[src/rtl/core/lmld_pkg.sv]
// Shared types and constants for the L2 MAC learn decision unit.
`default_nettype none

package lmld_pkg;

  // Field widths
  localparam int unsigned PortW       = 16;
  localparam int unsigned MinuteW     = 8;
  localparam int unsigned SeqW        = 16;
  localparam int unsigned FlagsW      = 5;
  localparam int unsigned MacW        = 48;
  localparam int unsigned BdW         = 16;
  localparam int unsigned EventW      = 4;
  localparam int unsigned LearnLimitW = 24;
  localparam int unsigned BurstW      = 8;
  localparam int unsigned CfgIdxW     = 1;

  // Learned-entry counter width default
  localparam int unsigned LearnCountBitsDef = 24;

  // Register reset values
  localparam logic [LearnLimitW-1:0] LearnLimitRst = 24'h10_0000;

  // Burst throttle: refreshes above this count are skipped for one-minute-old stamps
  localparam logic [BurstW-1:0] BurstThresh = 8'd2;
  localparam logic [BurstW-1:0] BurstMax    = 8'hFF;

  // Entry flag bit positions
  localparam int unsigned FlgStatic = 0;
  localparam int unsigned FlgFilter = 1;
  localparam int unsigned FlgAgeNot = 2;
  localparam int unsigned FlgLrnEvt = 3;
  localparam int unsigned FlgMovEvt = 4;

  // Depth of the queue between front and back
  localparam int unsigned QueueDepth = 2;

  // Configuration register indexes
  typedef enum logic [CfgIdxW-1:0] {
    CFG_LEARN_LIMIT = 1'b0,
    CFG_NOTIFY      = 1'b1
  } cfg_idx_e;

  // Event codes
  typedef enum logic [EventW-1:0] {
    EV_UP_TO_DATE   = 4'd0,
    EV_LEARNED      = 4'd1,
    EV_LIMIT        = 4'd2,
    EV_ZERO_MAC     = 4'd3,
    EV_REFRESH      = 4'd4,
    EV_MOVE         = 4'd5,
    EV_FILTER       = 4'd6,
    EV_VIOLATION    = 4'd7,
    EV_REFRESH_SKIP = 4'd8
  } event_e;

  // Lookup class of a request
  typedef enum logic [1:0] {
    KIND_HIT_SAME  = 2'd0,
    KIND_MISS      = 2'd1,
    KIND_HIT_OTHER = 2'd2
  } kind_e;

  // Classified request, as held in the queue
  typedef struct packed {
    logic               frame_start;
    kind_e              kind;
    logic               stale;
    logic               burst_cand;
    logic               zero_mac;
    logic [FlagsW-1:0]  flags;
    logic [PortW-1:0]   rx_port;
    logic [SeqW-1:0]    pkt_seq;
    logic [MacW-1:0]    src_mac;
    logic [BdW-1:0]     bridge_dom;
    logic [MinuteW-1:0] now_minute;
  } class_t;

  // Configuration registers
  typedef struct packed {
    logic [LearnLimitW-1:0] learn_limit;
    logic                   notify_enable;
  } cfg_t;

endpackage

`default_nettype wire

[src/rtl/core/lmld_front.sv]
// Front end: classifies each request from its lookup result.
`default_nettype none

module lmld_front
  import lmld_pkg::*;
(
  input  wire logic               frame_start_i,
  input  wire logic [PortW-1:0]   rx_port_i,
  input  wire logic               lookup_hit_i,
  input  wire logic [PortW-1:0]   entry_port_i,
  input  wire logic [MinuteW-1:0] entry_minute_i,
  input  wire logic [SeqW-1:0]    entry_seq_i,
  input  wire logic [FlagsW-1:0]  entry_flags_i,
  input  wire logic [SeqW-1:0]    pkt_seq_i,
  input  wire logic               bd_aging_i,
  input  wire logic [MacW-1:0]    src_mac_i,
  input  wire logic [BdW-1:0]     bridge_dom_i,
  input  wire logic [MinuteW-1:0] now_minute_i,
  output class_t                  class_o
);

  logic [MinuteW-1:0] age;
  logic               seq_old;

  // Age wraps modulo 256
  assign age     = now_minute_i - entry_minute_i;
  assign seq_old = (entry_seq_i != pkt_seq_i);

  always_comb begin
    class_o = '0;
    class_o.frame_start = frame_start_i;
    if (!lookup_hit_i) begin
      class_o.kind = KIND_MISS;
    end else if (entry_port_i == rx_port_i) begin
      class_o.kind = KIND_HIT_SAME;
    end else begin
      class_o.kind = KIND_HIT_OTHER;
    end
    class_o.stale      = ((age != '0) && bd_aging_i) || seq_old;
    class_o.burst_cand = (age == MinuteW'(1)) && !seq_old;
    class_o.zero_mac   = (src_mac_i == '0);
    class_o.flags      = entry_flags_i;
    class_o.rx_port    = rx_port_i;
    class_o.pkt_seq    = pkt_seq_i;
    class_o.src_mac    = src_mac_i;
    class_o.bridge_dom = bridge_dom_i;
    class_o.now_minute = now_minute_i;
  end

endmodule

`default_nettype wire

[src/rtl/core/lmld_queue.sv]
// Short queue of classified requests between front and back.
`default_nettype none

module lmld_queue
  import lmld_pkg::*;
(
  input  wire logic clk_i,
  input  wire logic rst_ni,
  input  wire logic push_i,
  input  class_t    push_data_i,
  output logic      full_o,
  input  wire logic pop_i,
  output logic      valid_o,
  output class_t    head_o
);

  localparam int unsigned PtrW = (QueueDepth > 1) ? $clog2(QueueDepth) : 1;
  localparam int unsigned CntW = $clog2(QueueDepth + 1);

  class_t            mem_q [QueueDepth];
  logic [PtrW-1:0]   wr_ptr_q, wr_ptr_d;
  logic [PtrW-1:0]   rd_ptr_q, rd_ptr_d;
  logic [CntW-1:0]   count_q, count_d;

  assign full_o  = (count_q == CntW'(QueueDepth));
  assign valid_o = (count_q != '0);
  assign head_o  = mem_q[rd_ptr_q];

  // Pointer and fill-level update
  always_comb begin
    wr_ptr_d = wr_ptr_q;
    rd_ptr_d = rd_ptr_q;
    count_d  = count_q;
    if (push_i) begin
      wr_ptr_d = (wr_ptr_q == PtrW'(QueueDepth - 1)) ? '0 : wr_ptr_q + PtrW'(1);
    end
    if (pop_i) begin
      rd_ptr_d = (rd_ptr_q == PtrW'(QueueDepth - 1)) ? '0 : rd_ptr_q + PtrW'(1);
    end
    if (push_i && !pop_i) begin
      count_d = count_q + CntW'(1);
    end else if (!push_i && pop_i) begin
      count_d = count_q - CntW'(1);
    end
  end

  always_ff @(posedge clk_i or negedge rst_ni) begin
    if (!rst_ni) begin
      wr_ptr_q <= '0;
      rd_ptr_q <= '0;
      count_q  <= '0;
    end else begin
      wr_ptr_q <= wr_ptr_d;
      rd_ptr_q <= rd_ptr_d;
      count_q  <= count_d;
    end
  end

  // Storage
  always_ff @(posedge clk_i) begin
    if (push_i) begin
      mem_q[wr_ptr_q] <= push_data_i;
    end
  end

endmodule

`default_nettype wire

[src/rtl/core/lmld_back.sv]
// Back end: applies counters and limits, builds the result and holds it.
`default_nettype none

module lmld_back
  import lmld_pkg::*;
#(
  parameter int unsigned LearnCountBits = LearnCountBitsDef
) (
  input  wire logic               clk_i,
  input  wire logic               rst_ni,
  input  cfg_t                    cfg_i,
  input  wire logic               head_valid_i,
  input  class_t                  head_i,
  output logic                    pop_o,
  output logic                    out_valid_o,
  input  wire logic               out_stall_i,
  output logic                    drop_o,
  output logic                    table_write_o,
  output logic [MacW-1:0]         write_mac_o,
  output logic [BdW-1:0]          write_bd_o,
  output logic [PortW-1:0]        new_port_o,
  output logic [MinuteW-1:0]      new_minute_o,
  output logic [SeqW-1:0]         new_seq_o,
  output logic [FlagsW-1:0]       new_flags_o,
  output logic [EventW-1:0]       event_res_o
);

  localparam int unsigned CmpW =
      (LearnCountBits > LearnLimitW) ? LearnCountBits : LearnLimitW;

  logic [LearnCountBits-1:0] count_q, count_d;
  logic [BurstW-1:0]         burst_q, burst_d;
  logic                      out_valid_q, out_valid_d;

  logic                      drop_q, drop_d;
  logic                      wr_q, wr_d;
  logic [MacW-1:0]           mac_q;
  logic [BdW-1:0]            bd_q;
  logic [PortW-1:0]          port_q, port_d;
  logic [MinuteW-1:0]        minute_q;
  logic [SeqW-1:0]           seq_q;
  logic [FlagsW-1:0]         flags_q, flags_d;
  event_e                    ev_q, ev_d;

  logic [CmpW-1:0]           cnt_ext;
  logic [CmpW-1:0]           lim_ext;
  logic [BurstW-1:0]         burst_cur;
  logic                      cnt_inc;
  logic                      burst_inc;

  assign pop_o   = head_valid_i && (!out_valid_q || !out_stall_i);
  assign cnt_ext = CmpW'(count_q);
  assign lim_ext = CmpW'(cfg_i.learn_limit);
  // A frame start clears the burst count before this request
  assign burst_cur = head_i.frame_start ? '0 : burst_q;

  // Decision
  always_comb begin
    drop_d    = 1'b0;
    wr_d      = 1'b0;
    port_d    = '0;
    flags_d   = '0;
    ev_d      = EV_UP_TO_DATE;
    cnt_inc   = 1'b0;
    burst_inc = 1'b0;
    case (head_i.kind)
      KIND_HIT_SAME: begin
        if (!head_i.stale) begin
          ev_d = EV_UP_TO_DATE;
        end else if (head_i.flags[FlgAgeNot] || (cnt_ext > lim_ext) ||
                     ((burst_cur > BurstThresh) && head_i.burst_cand)) begin
          ev_d = EV_REFRESH_SKIP;
        end else begin
          burst_inc = 1'b1;
          wr_d      = 1'b1;
          port_d    = head_i.rx_port;
          flags_d   = head_i.flags;
          ev_d      = EV_REFRESH;
        end
      end
      KIND_MISS: begin
        if (cnt_ext >= lim_ext) begin
          ev_d = EV_LIMIT;
        end else if (head_i.zero_mac) begin
          ev_d = EV_ZERO_MAC;
        end else begin
          cnt_inc = 1'b1;
          wr_d    = 1'b1;
          port_d  = head_i.rx_port;
          flags_d[FlgLrnEvt] = cfg_i.notify_enable;
          ev_d    = EV_LEARNED;
        end
      end
      KIND_HIT_OTHER: begin
        if (head_i.flags[FlgFilter]) begin
          drop_d = 1'b1;
          ev_d   = EV_FILTER;
        end else if (head_i.flags[FlgStatic]) begin
          drop_d = 1'b1;
          ev_d   = EV_VIOLATION;
        end else begin
          // A moved no-age entry counts as newly learned
          flags_d            = head_i.flags;
          cnt_inc            = head_i.flags[FlgAgeNot];
          flags_d[FlgAgeNot] = 1'b0;
          flags_d[FlgLrnEvt] = cfg_i.notify_enable;
          flags_d[FlgMovEvt] = cfg_i.notify_enable;
          wr_d               = 1'b1;
          port_d             = head_i.rx_port;
          ev_d               = EV_MOVE;
        end
      end
      default: begin
        ev_d = EV_UP_TO_DATE;
      end
    endcase
  end

  // Saturating counters
  always_comb begin
    count_d = count_q;
    burst_d = burst_cur;
    if (cnt_inc && (count_q != '1)) begin
      count_d = count_q + LearnCountBits'(1);
    end
    if (burst_inc && (burst_cur != BurstMax)) begin
      burst_d = burst_cur + BurstW'(1);
    end
  end

  // Output register holds a result while stalled
  always_comb begin
    if (pop_o) begin
      out_valid_d = 1'b1;
    end else if (out_stall_i) begin
      out_valid_d = out_valid_q;
    end else begin
      out_valid_d = 1'b0;
    end
  end

  always_ff @(posedge clk_i or negedge rst_ni) begin
    if (!rst_ni) begin
      count_q     <= '0;
      burst_q     <= '0;
      out_valid_q <= 1'b0;
    end else begin
      out_valid_q <= out_valid_d;
      if (pop_o) begin
        count_q <= count_d;
        burst_q <= burst_d;
      end
    end
  end

  always_ff @(posedge clk_i) begin
    if (pop_o) begin
      drop_q   <= drop_d;
      wr_q     <= wr_d;
      mac_q    <= head_i.src_mac;
      bd_q     <= head_i.bridge_dom;
      port_q   <= port_d;
      minute_q <= wr_d ? head_i.now_minute : '0;
      seq_q    <= wr_d ? head_i.pkt_seq : '0;
      flags_q  <= flags_d;
      ev_q     <= ev_d;
    end
  end

  assign out_valid_o   = out_valid_q;
  assign drop_o        = drop_q;
  assign table_write_o = wr_q;
  assign write_mac_o   = mac_q;
  assign write_bd_o    = bd_q;
  assign new_port_o    = port_q;
  assign new_minute_o  = minute_q;
  assign new_seq_o     = seq_q;
  assign new_flags_o   = flags_q;
  assign event_res_o   = ev_q;

endmodule

`default_nettype wire

[src/rtl/core/l2_mac_learn_decision_unit.sv]
// Top level of the L2 source-MAC learn decision unit.
`default_nettype none

// Takes one lookup result per cycle for a packet's source MAC and bridge domain and returns
// one decision per request: forward or drop, an optional table write with the new entry,
// and an event code. Sustained rate, unless the output stalls, is one request per clock;
// the front classifies the request into a two-entry queue, and the back, unless stalled,
// pops one entry a cycle into the output register, so a result is registered in the queue
// and then in the output register. The learned count and burst counter live in the back
// and are updated once per popped request. in_stall_o rises only when the queue is full,
// i.e. when the output side has stalled. Configuration writes are always taken (cfg_ready_o
// is high) and must be issued while no request is in flight.
module l2_mac_learn_decision_unit
  import lmld_pkg::*;
#(
  parameter int unsigned LEARN_COUNT_BITS = LearnCountBitsDef
) (
  input  wire logic               clk_i,
  input  wire logic               rst_ni,
  // Configuration
  input  wire logic               cfg_valid_i,
  output logic                    cfg_ready_o,
  input  wire logic [CfgIdxW-1:0] cfg_index_i,
  input  wire logic [LearnLimitW-1:0] cfg_data_i,
  // Request channel
  input  wire logic               in_valid_i,
  output logic                    in_stall_o,
  input  wire logic               frame_start_i,
  input  wire logic [PortW-1:0]   rx_port_i,
  input  wire logic               lookup_hit_i,
  input  wire logic [PortW-1:0]   entry_port_i,
  input  wire logic [MinuteW-1:0] entry_minute_i,
  input  wire logic [SeqW-1:0]    entry_seq_i,
  input  wire logic [FlagsW-1:0]  entry_flags_i,
  input  wire logic [SeqW-1:0]    pkt_seq_i,
  input  wire logic               bd_aging_i,
  input  wire logic [MacW-1:0]    src_mac_i,
  input  wire logic [BdW-1:0]     bridge_dom_i,
  input  wire logic [MinuteW-1:0] now_minute_i,
  // Result channel
  output logic                    out_valid_o,
  input  wire logic               out_stall_i,
  output logic                    drop_o,
  output logic                    table_write_o,
  output logic [MacW-1:0]         write_mac_o,
  output logic [BdW-1:0]          write_bd_o,
  output logic [PortW-1:0]        new_port_o,
  output logic [MinuteW-1:0]      new_minute_o,
  output logic [SeqW-1:0]         new_seq_o,
  output logic [FlagsW-1:0]       new_flags_o,
  output logic [EventW-1:0]       event_res_o
);

  cfg_t   cfg_q, cfg_d;
  class_t front_class;
  class_t head;
  logic   queue_full;
  logic   queue_valid;
  logic   queue_pop;
  logic   in_accept;

  // Configuration registers
  assign cfg_ready_o = 1'b1;

  always_comb begin
    cfg_d = cfg_q;
    if (cfg_valid_i) begin
      case (cfg_idx_e'(cfg_index_i))
        CFG_LEARN_LIMIT: cfg_d.learn_limit   = cfg_data_i;
        CFG_NOTIFY:      cfg_d.notify_enable = cfg_data_i[0];
        default:         cfg_d = cfg_q;
      endcase
    end
  end

  always_ff @(posedge clk_i or negedge rst_ni) begin
    if (!rst_ni) begin
      cfg_q.learn_limit   <= LearnLimitRst;
      cfg_q.notify_enable <= 1'b0;
    end else begin
      cfg_q <= cfg_d;
    end
  end

  // Front: classify
  lmld_front u_front (
    .frame_start_i  (frame_start_i),
    .rx_port_i      (rx_port_i),
    .lookup_hit_i   (lookup_hit_i),
    .entry_port_i   (entry_port_i),
    .entry_minute_i (entry_minute_i),
    .entry_seq_i    (entry_seq_i),
    .entry_flags_i  (entry_flags_i),
    .pkt_seq_i      (pkt_seq_i),
    .bd_aging_i     (bd_aging_i),
    .src_mac_i      (src_mac_i),
    .bridge_dom_i   (bridge_dom_i),
    .now_minute_i   (now_minute_i),
    .class_o        (front_class)
  );

  assign in_stall_o = queue_full;
  assign in_accept  = in_valid_i && !queue_full;

  // Queue between front and back
  lmld_queue u_queue (
    .clk_i       (clk_i),
    .rst_ni      (rst_ni),
    .push_i      (in_accept),
    .push_data_i (front_class),
    .full_o      (queue_full),
    .pop_i       (queue_pop),
    .valid_o     (queue_valid),
    .head_o      (head)
  );

  // Back: decide and hold result
  lmld_back #(
    .LearnCountBits (LEARN_COUNT_BITS)
  ) u_back (
    .clk_i         (clk_i),
    .rst_ni        (rst_ni),
    .cfg_i         (cfg_q),
    .head_valid_i  (queue_valid),
    .head_i        (head),
    .pop_o         (queue_pop),
    .out_valid_o   (out_valid_o),
    .out_stall_i   (out_stall_i),
    .drop_o        (drop_o),
    .table_write_o (table_write_o),
    .write_mac_o   (write_mac_o),
    .write_bd_o    (write_bd_o),
    .new_port_o    (new_port_o),
    .new_minute_o  (new_minute_o),
    .new_seq_o     (new_seq_o),
    .new_flags_o   (new_flags_o),
    .event_res_o   (event_res_o)
  );

  // Without a table write the entry fields are all zero
  a_no_write_zero: assert property (@(posedge clk_i) disable iff (!rst_ni)
    (out_valid_o && !table_write_o) |->
      (new_port_o == '0) && (new_minute_o == '0) && (new_seq_o == '0) &&
      (new_flags_o == '0))
    else $error("entry fields nonzero without table write");

  // A dropped packet never writes the table
  a_drop_no_write: assert property (@(posedge clk_i) disable iff (!rst_ni)
    (out_valid_o && drop_o) |-> !table_write_o)
    else $error("drop with table write");

  // Only learn, refresh and move write the table
  a_write_event: assert property (@(posedge clk_i) disable iff (!rst_ni)
    (out_valid_o && table_write_o) |->
      (event_res_o == EV_LEARNED) || (event_res_o == EV_REFRESH) ||
      (event_res_o == EV_MOVE))
    else $error("table write with wrong event");

  // Write key always follows the popped request: a held result is not replaced
  a_held_result: assert property (@(posedge clk_i) disable iff (!rst_ni)
    (out_valid_o && out_stall_i) |=> (out_valid_o && $stable(event_res_o) &&
      $stable(write_mac_o)))
    else $error("stalled result changed");

endmodule

`default_nettype wire
[config.mk]
export PLATFORM = sky130hd
export DESIGN_NAME = l2_mac_learn_decision_unit
export DESIGN_NICKNAME = d
export VERILOG_FILES = /design/src/rtl/core/lmld_pkg.sv /design/src/rtl/core/lmld_front.sv /design/src/rtl/core/lmld_queue.sv /design/src/rtl/core/lmld_back.sv /design/src/rtl/core/l2_mac_learn_decision_unit.sv
export SDC_FILE = /design/constraint.sdc
export NUM_CORES = 1
export LEC_CHECK = 0
export BUFFER_PORTS_ARGS = -buffer_cell sky130_fd_sc_hd__buf_2
export CAP_MARGIN = 30
export CORE_AREA = 2 2 207 209
export DETAILED_ROUTE_END_ITERATION = 10
export DIE_AREA = 0 0 209 211
export GPL_ROUTABILITY_DRIVEN = 0
export PLACE_DENSITY = 0.6
export SLEW_MARGIN = 20
export SYNTH_ARGS = -nofsm -noshare
export SYNTH_HDL_FRONTEND = slang
export SYNTH_HIERARCHICAL = 1
export SYNTH_SLANG_ARGS = --single-unit
[constraint.sdc]
create_clock -name clk_i -period 8.62 [get_ports clk_i]
set_clock_uncertainty 0.15 [all_clocks]
set_input_delay 1.724 -clock clk_i [delete_from_list [all_inputs] [get_ports clk_i]]
set_output_delay 1.724 -clock clk_i [all_outputs]
set_load 0.02 [all_outputs]
==> summary.txt <==
Floorplan
  • Site Rows: 75
  • Die height: 211 µm
  • I/O pins: 300
  • Die W: 209 µm
  • Core area: 41800 µm²
  • Die Area: 44100 µm²
  • Initial Util: between 40% and 50%

Global routing
  • GR Util met2: 26.2%
  • Met1 Track Usage GR: between 20% and 30%
  • Antenna violations before repair: 6
  • Met3 usage: ~3.5%
  • Vias in the first global route: 9477
  • Gr usage total: 16.2%
  • First-pass GRT wire length: roughly 54000 µm
  • Largest net degree at the start of global routing: 116
  • GR peak layer: met2
  • Gr ovfl total: 0

Yosys
  • Top FF cell, synth: edfxtp_1
  • Most common cell in the netlist: edfxtp_1
  • Post-synth top area share: between 50% and 60%
  • Cell taking the most area after synthesis: edfxtp_1
  • Asr flop ratio synth: 15.2%
  • Syn_nets: between 1000 and 1500
  • Commonest cells post-synth: 345 x edfxtp_1, 112 x buf_4, 80 x mux2_2
  • Synth area leaders: edfxtp_1 58%, dfrtp_1 8.6%, mux2_2 5.1%
  • Number of synthesized register bits: 407
  • Post-synthesis sequential area ratio: between 60% and 70%
  • Post-Synthesis Cell Area: 17800 µm²
  • Netlist cell types: 66
  • Syn. warnings: 6
  • Post-synth EDFFs: approximately 350
  • Syn avg cell area: 15.9 µm²
  • Synth Instances: 1121

STA
  • Max-slew violations: 0
  • Setup TNS: 0 ns
  • Final Hold Vio Count: 0
  • Crit share post-route: between 40% and 50%
  • Max Clock Freq: 0.250 GHz
  • Worst Max-Slew Pin Slew: 0.931 ns
  • Final WS setup: between 4 and 5 ns
  • Min Tclk post-route: 4.01 ns
  • Setup violators final: 0
  • Slew HR: 37.8%
  • RSZ-0062 raised after global routing: no

CTS
  • Clock sink total: 407
  • CTS max path bufs: 3
  • Setup bufs post-CTS: 0
  • # resized after CTS: 0
  • CTS buffer count: 44
  • CTS H-Tree Depth: 2
  • Clk pin slew, worst setup/hold paths: around 0.06 ns
  • TritonCTS clock tree: done
  • Clock latency on the worst-skew pair: 0.56 ns
  • Hold Buf Count CTS: 0
  • Root buffer cell: clkbuf_16

Detailed routing
  • Detailed Route Iter0 Violations: ~480
  • Drt drc: 0
  • Post-DR wirelength/cell: 18.6 µm
  • Drt pass-1 iters: 4
  • DRT Wirelength: 35500 µm
  • DRT antenna net count: 0
  • Vias/cell: 4.93
  • Via count: 9412

Final layout
  • Post-route cell area: 20400 µm²
  • Fillers: 3539
  • Final non-filler cell total: 1911
  • Layout Nets: 1557
  • Layout cells sized above 1: 38.4%
  • Register area: 11900 µm²
  • Area grow syn2layout: 14.6%
  • Area of the multi-input gates: 4650 µm²

Critical path
  • Crit Path Category: in2reg
  • CP Max Fanout: 59
  • Startpoint types: primary input
  • Req. time, crit path: 8.90 ns
  • Worst Path Arrival: 4.29 ns
  • CP endpoint kind: register

Run
  • Max cap viols: 0

Placement
  • I/O Buffers: 298
  • Pre-CTS setup slack: 3.97 ns
  • Post-placement cell count: about 1800
  • Detail Placement HPWL: approximately 24000 µm
  • Area after DPL: 19000 µm²

Status
  • Status: complete, no violations

Power and ir drop
  • Maximum vdd drop: around 0.23 mV
  • Pwr Total: 6760 µW
  • Pwr/cell area: ~330 nW/µm²
  • Leakage: 0.00810 µW

Min path
  • Worst min-delay path category: reg2reg
[worst paths after layout]
check	startpoint	end	slack, ns	depth (start not counted)
min in group asynchronous	rst_ni	cfg_q[18]$_DFFE_PN0P_	1.20	2
min reg2reg	u_queue/count_q[1]$_DFFE_PN0P_	u_queue/count_q[1]$_DFFE_PN0P_	0.34	1
max reg2reg	u_queue/rd_ptr_q$_DFFE_PN0P_	u_back/burst_q[0]$_DFFE_PN0P_	5.02	7
max	out_stall_i	u_back/cnt_ext[16]$_DFFE_PN0P_	4.61	9
min	u_queue/count_q[1]$_DFFE_PN0P_	u_queue/count_q[1]$_DFFE_PN0P_	0.34	1
max in group asynchronous	rst_ni	u_queue/rd_ptr_q$_DFFE_PN0P_	6.48	2
[stage by stage]
step | utilization [%] | hold slack, ns
6_report | 48.9 | 0.336
5_1_grt | 48.9 | 0.350
4_1_cts | 48.9 | 0.334
3_5_place_dp | 45.5 | 0.326
3_3_place_gp | 45.5 | 0.323
2_1_floorplan | - | 0.297
[report_power, final]
part	internal (µW)	switching [µW]
Clock	1080	737
Combinational	717	1170
Sequential	2860	205
[per-layer routing]
layer | up-vias | part of all wire (%) | routed length (µm)
met4 | 6 | 2.3 | 816
met1 | 4633 | 44 | 15800
li1 | 4461 | - | -
met3 | 60 | 5.7 | 2030
met5 | - | 0.084 | 30
met2 | 252 | 48 | 16900
[registers in the layout, summed over array words and instances (netlist names), 2 cells and up]
signal	flops
cfg_q	25
u_back/burst_q	8
u_back/cnt_ext	24
u_back/event_res_o	4
u_back/new_flags_o	5
u_back/new_minute_o	8
u_back/new_port_o	16
u_back/new_seq_o	16
u_back/write_bd_o	16
u_back/write_mac_o	48
u_queue/count_q	2
u_queue/mem_q	230
[cell families after synthesis]
group / after synthesis / synth area share (%)
compound gates: 67 / 2.92
flops: 407 / 66.9
other cells: 2 / 0.0422
buf+inv: 185 / 7.01
mux: 142 / 10.2
xor+xnor: 64 / 3.15
simple gates: 214 / 6.88
fa+ha+maj: 40 / 2.85
[placed cells by master (no fill, tap or decap), types with 4 or more instances in the layout]
cell | synthesis | final
edfxtp_1 | 345 | 345
buf_2 | 9 | 298
mux2_2 | 80 | 80
mux2_4 | 60 | 60
dfrtp_1 | 61 | 60
and2_1 | 48 | 47
inv_1 | 46 | 46
clkbuf_16 | 0 | 45
xnor2_1 | 43 | 43
ha_1 | 39 | 39
nand2_1 | 33 | 33
nor2_1 | 22 | 22
a21oi_1 | 21 | 21
nand4_1 | 21 | 21
xor2_1 | 21 | 21
nor4_1 | 20 | 20
nand3_1 | 19 | 19
and3_1 | 11 | 11
nor2b_1 | 11 | 10
clkinv_1 | 0 | 10
clkinv_2 | 0 | 9
clkbuf_1 | 3 | 9
nor3_1 | 8 | 8
buf_4 | 112 | 6
nand2b_1 | 6 | 6
o211ai_1 | 6 | 6
o21ai_0 | 5 | 5
a31oi_1 | 5 | 5
and4_1 | 5 | 5
diode_2 | 0 | 4
bufinv_16 | 0 | 4
[worst max-delay path: stages]
cell and delay [ns]:
buf_2 0.09, nand2_1 0.08, nand2_1 0.32, inv_6 0.57, nand2_1 0.16, a41oi_2 0.71
and2_1 0.33, nand4_1 0.14, xnor2_1 0.15
[cell type report]
type	count	area share, %
Sequential cell	407	58.4
Clock buffer	54	5.68
Multi-Input combinational cell	529	22.8
Inverter	47	0.889
Tap cell	539	3.30
Timing Repair Buffer	306	7.76
Clock inverter	25	1.13
Antenna cell	4	0.0490
(Power assumes the default switching activity.)
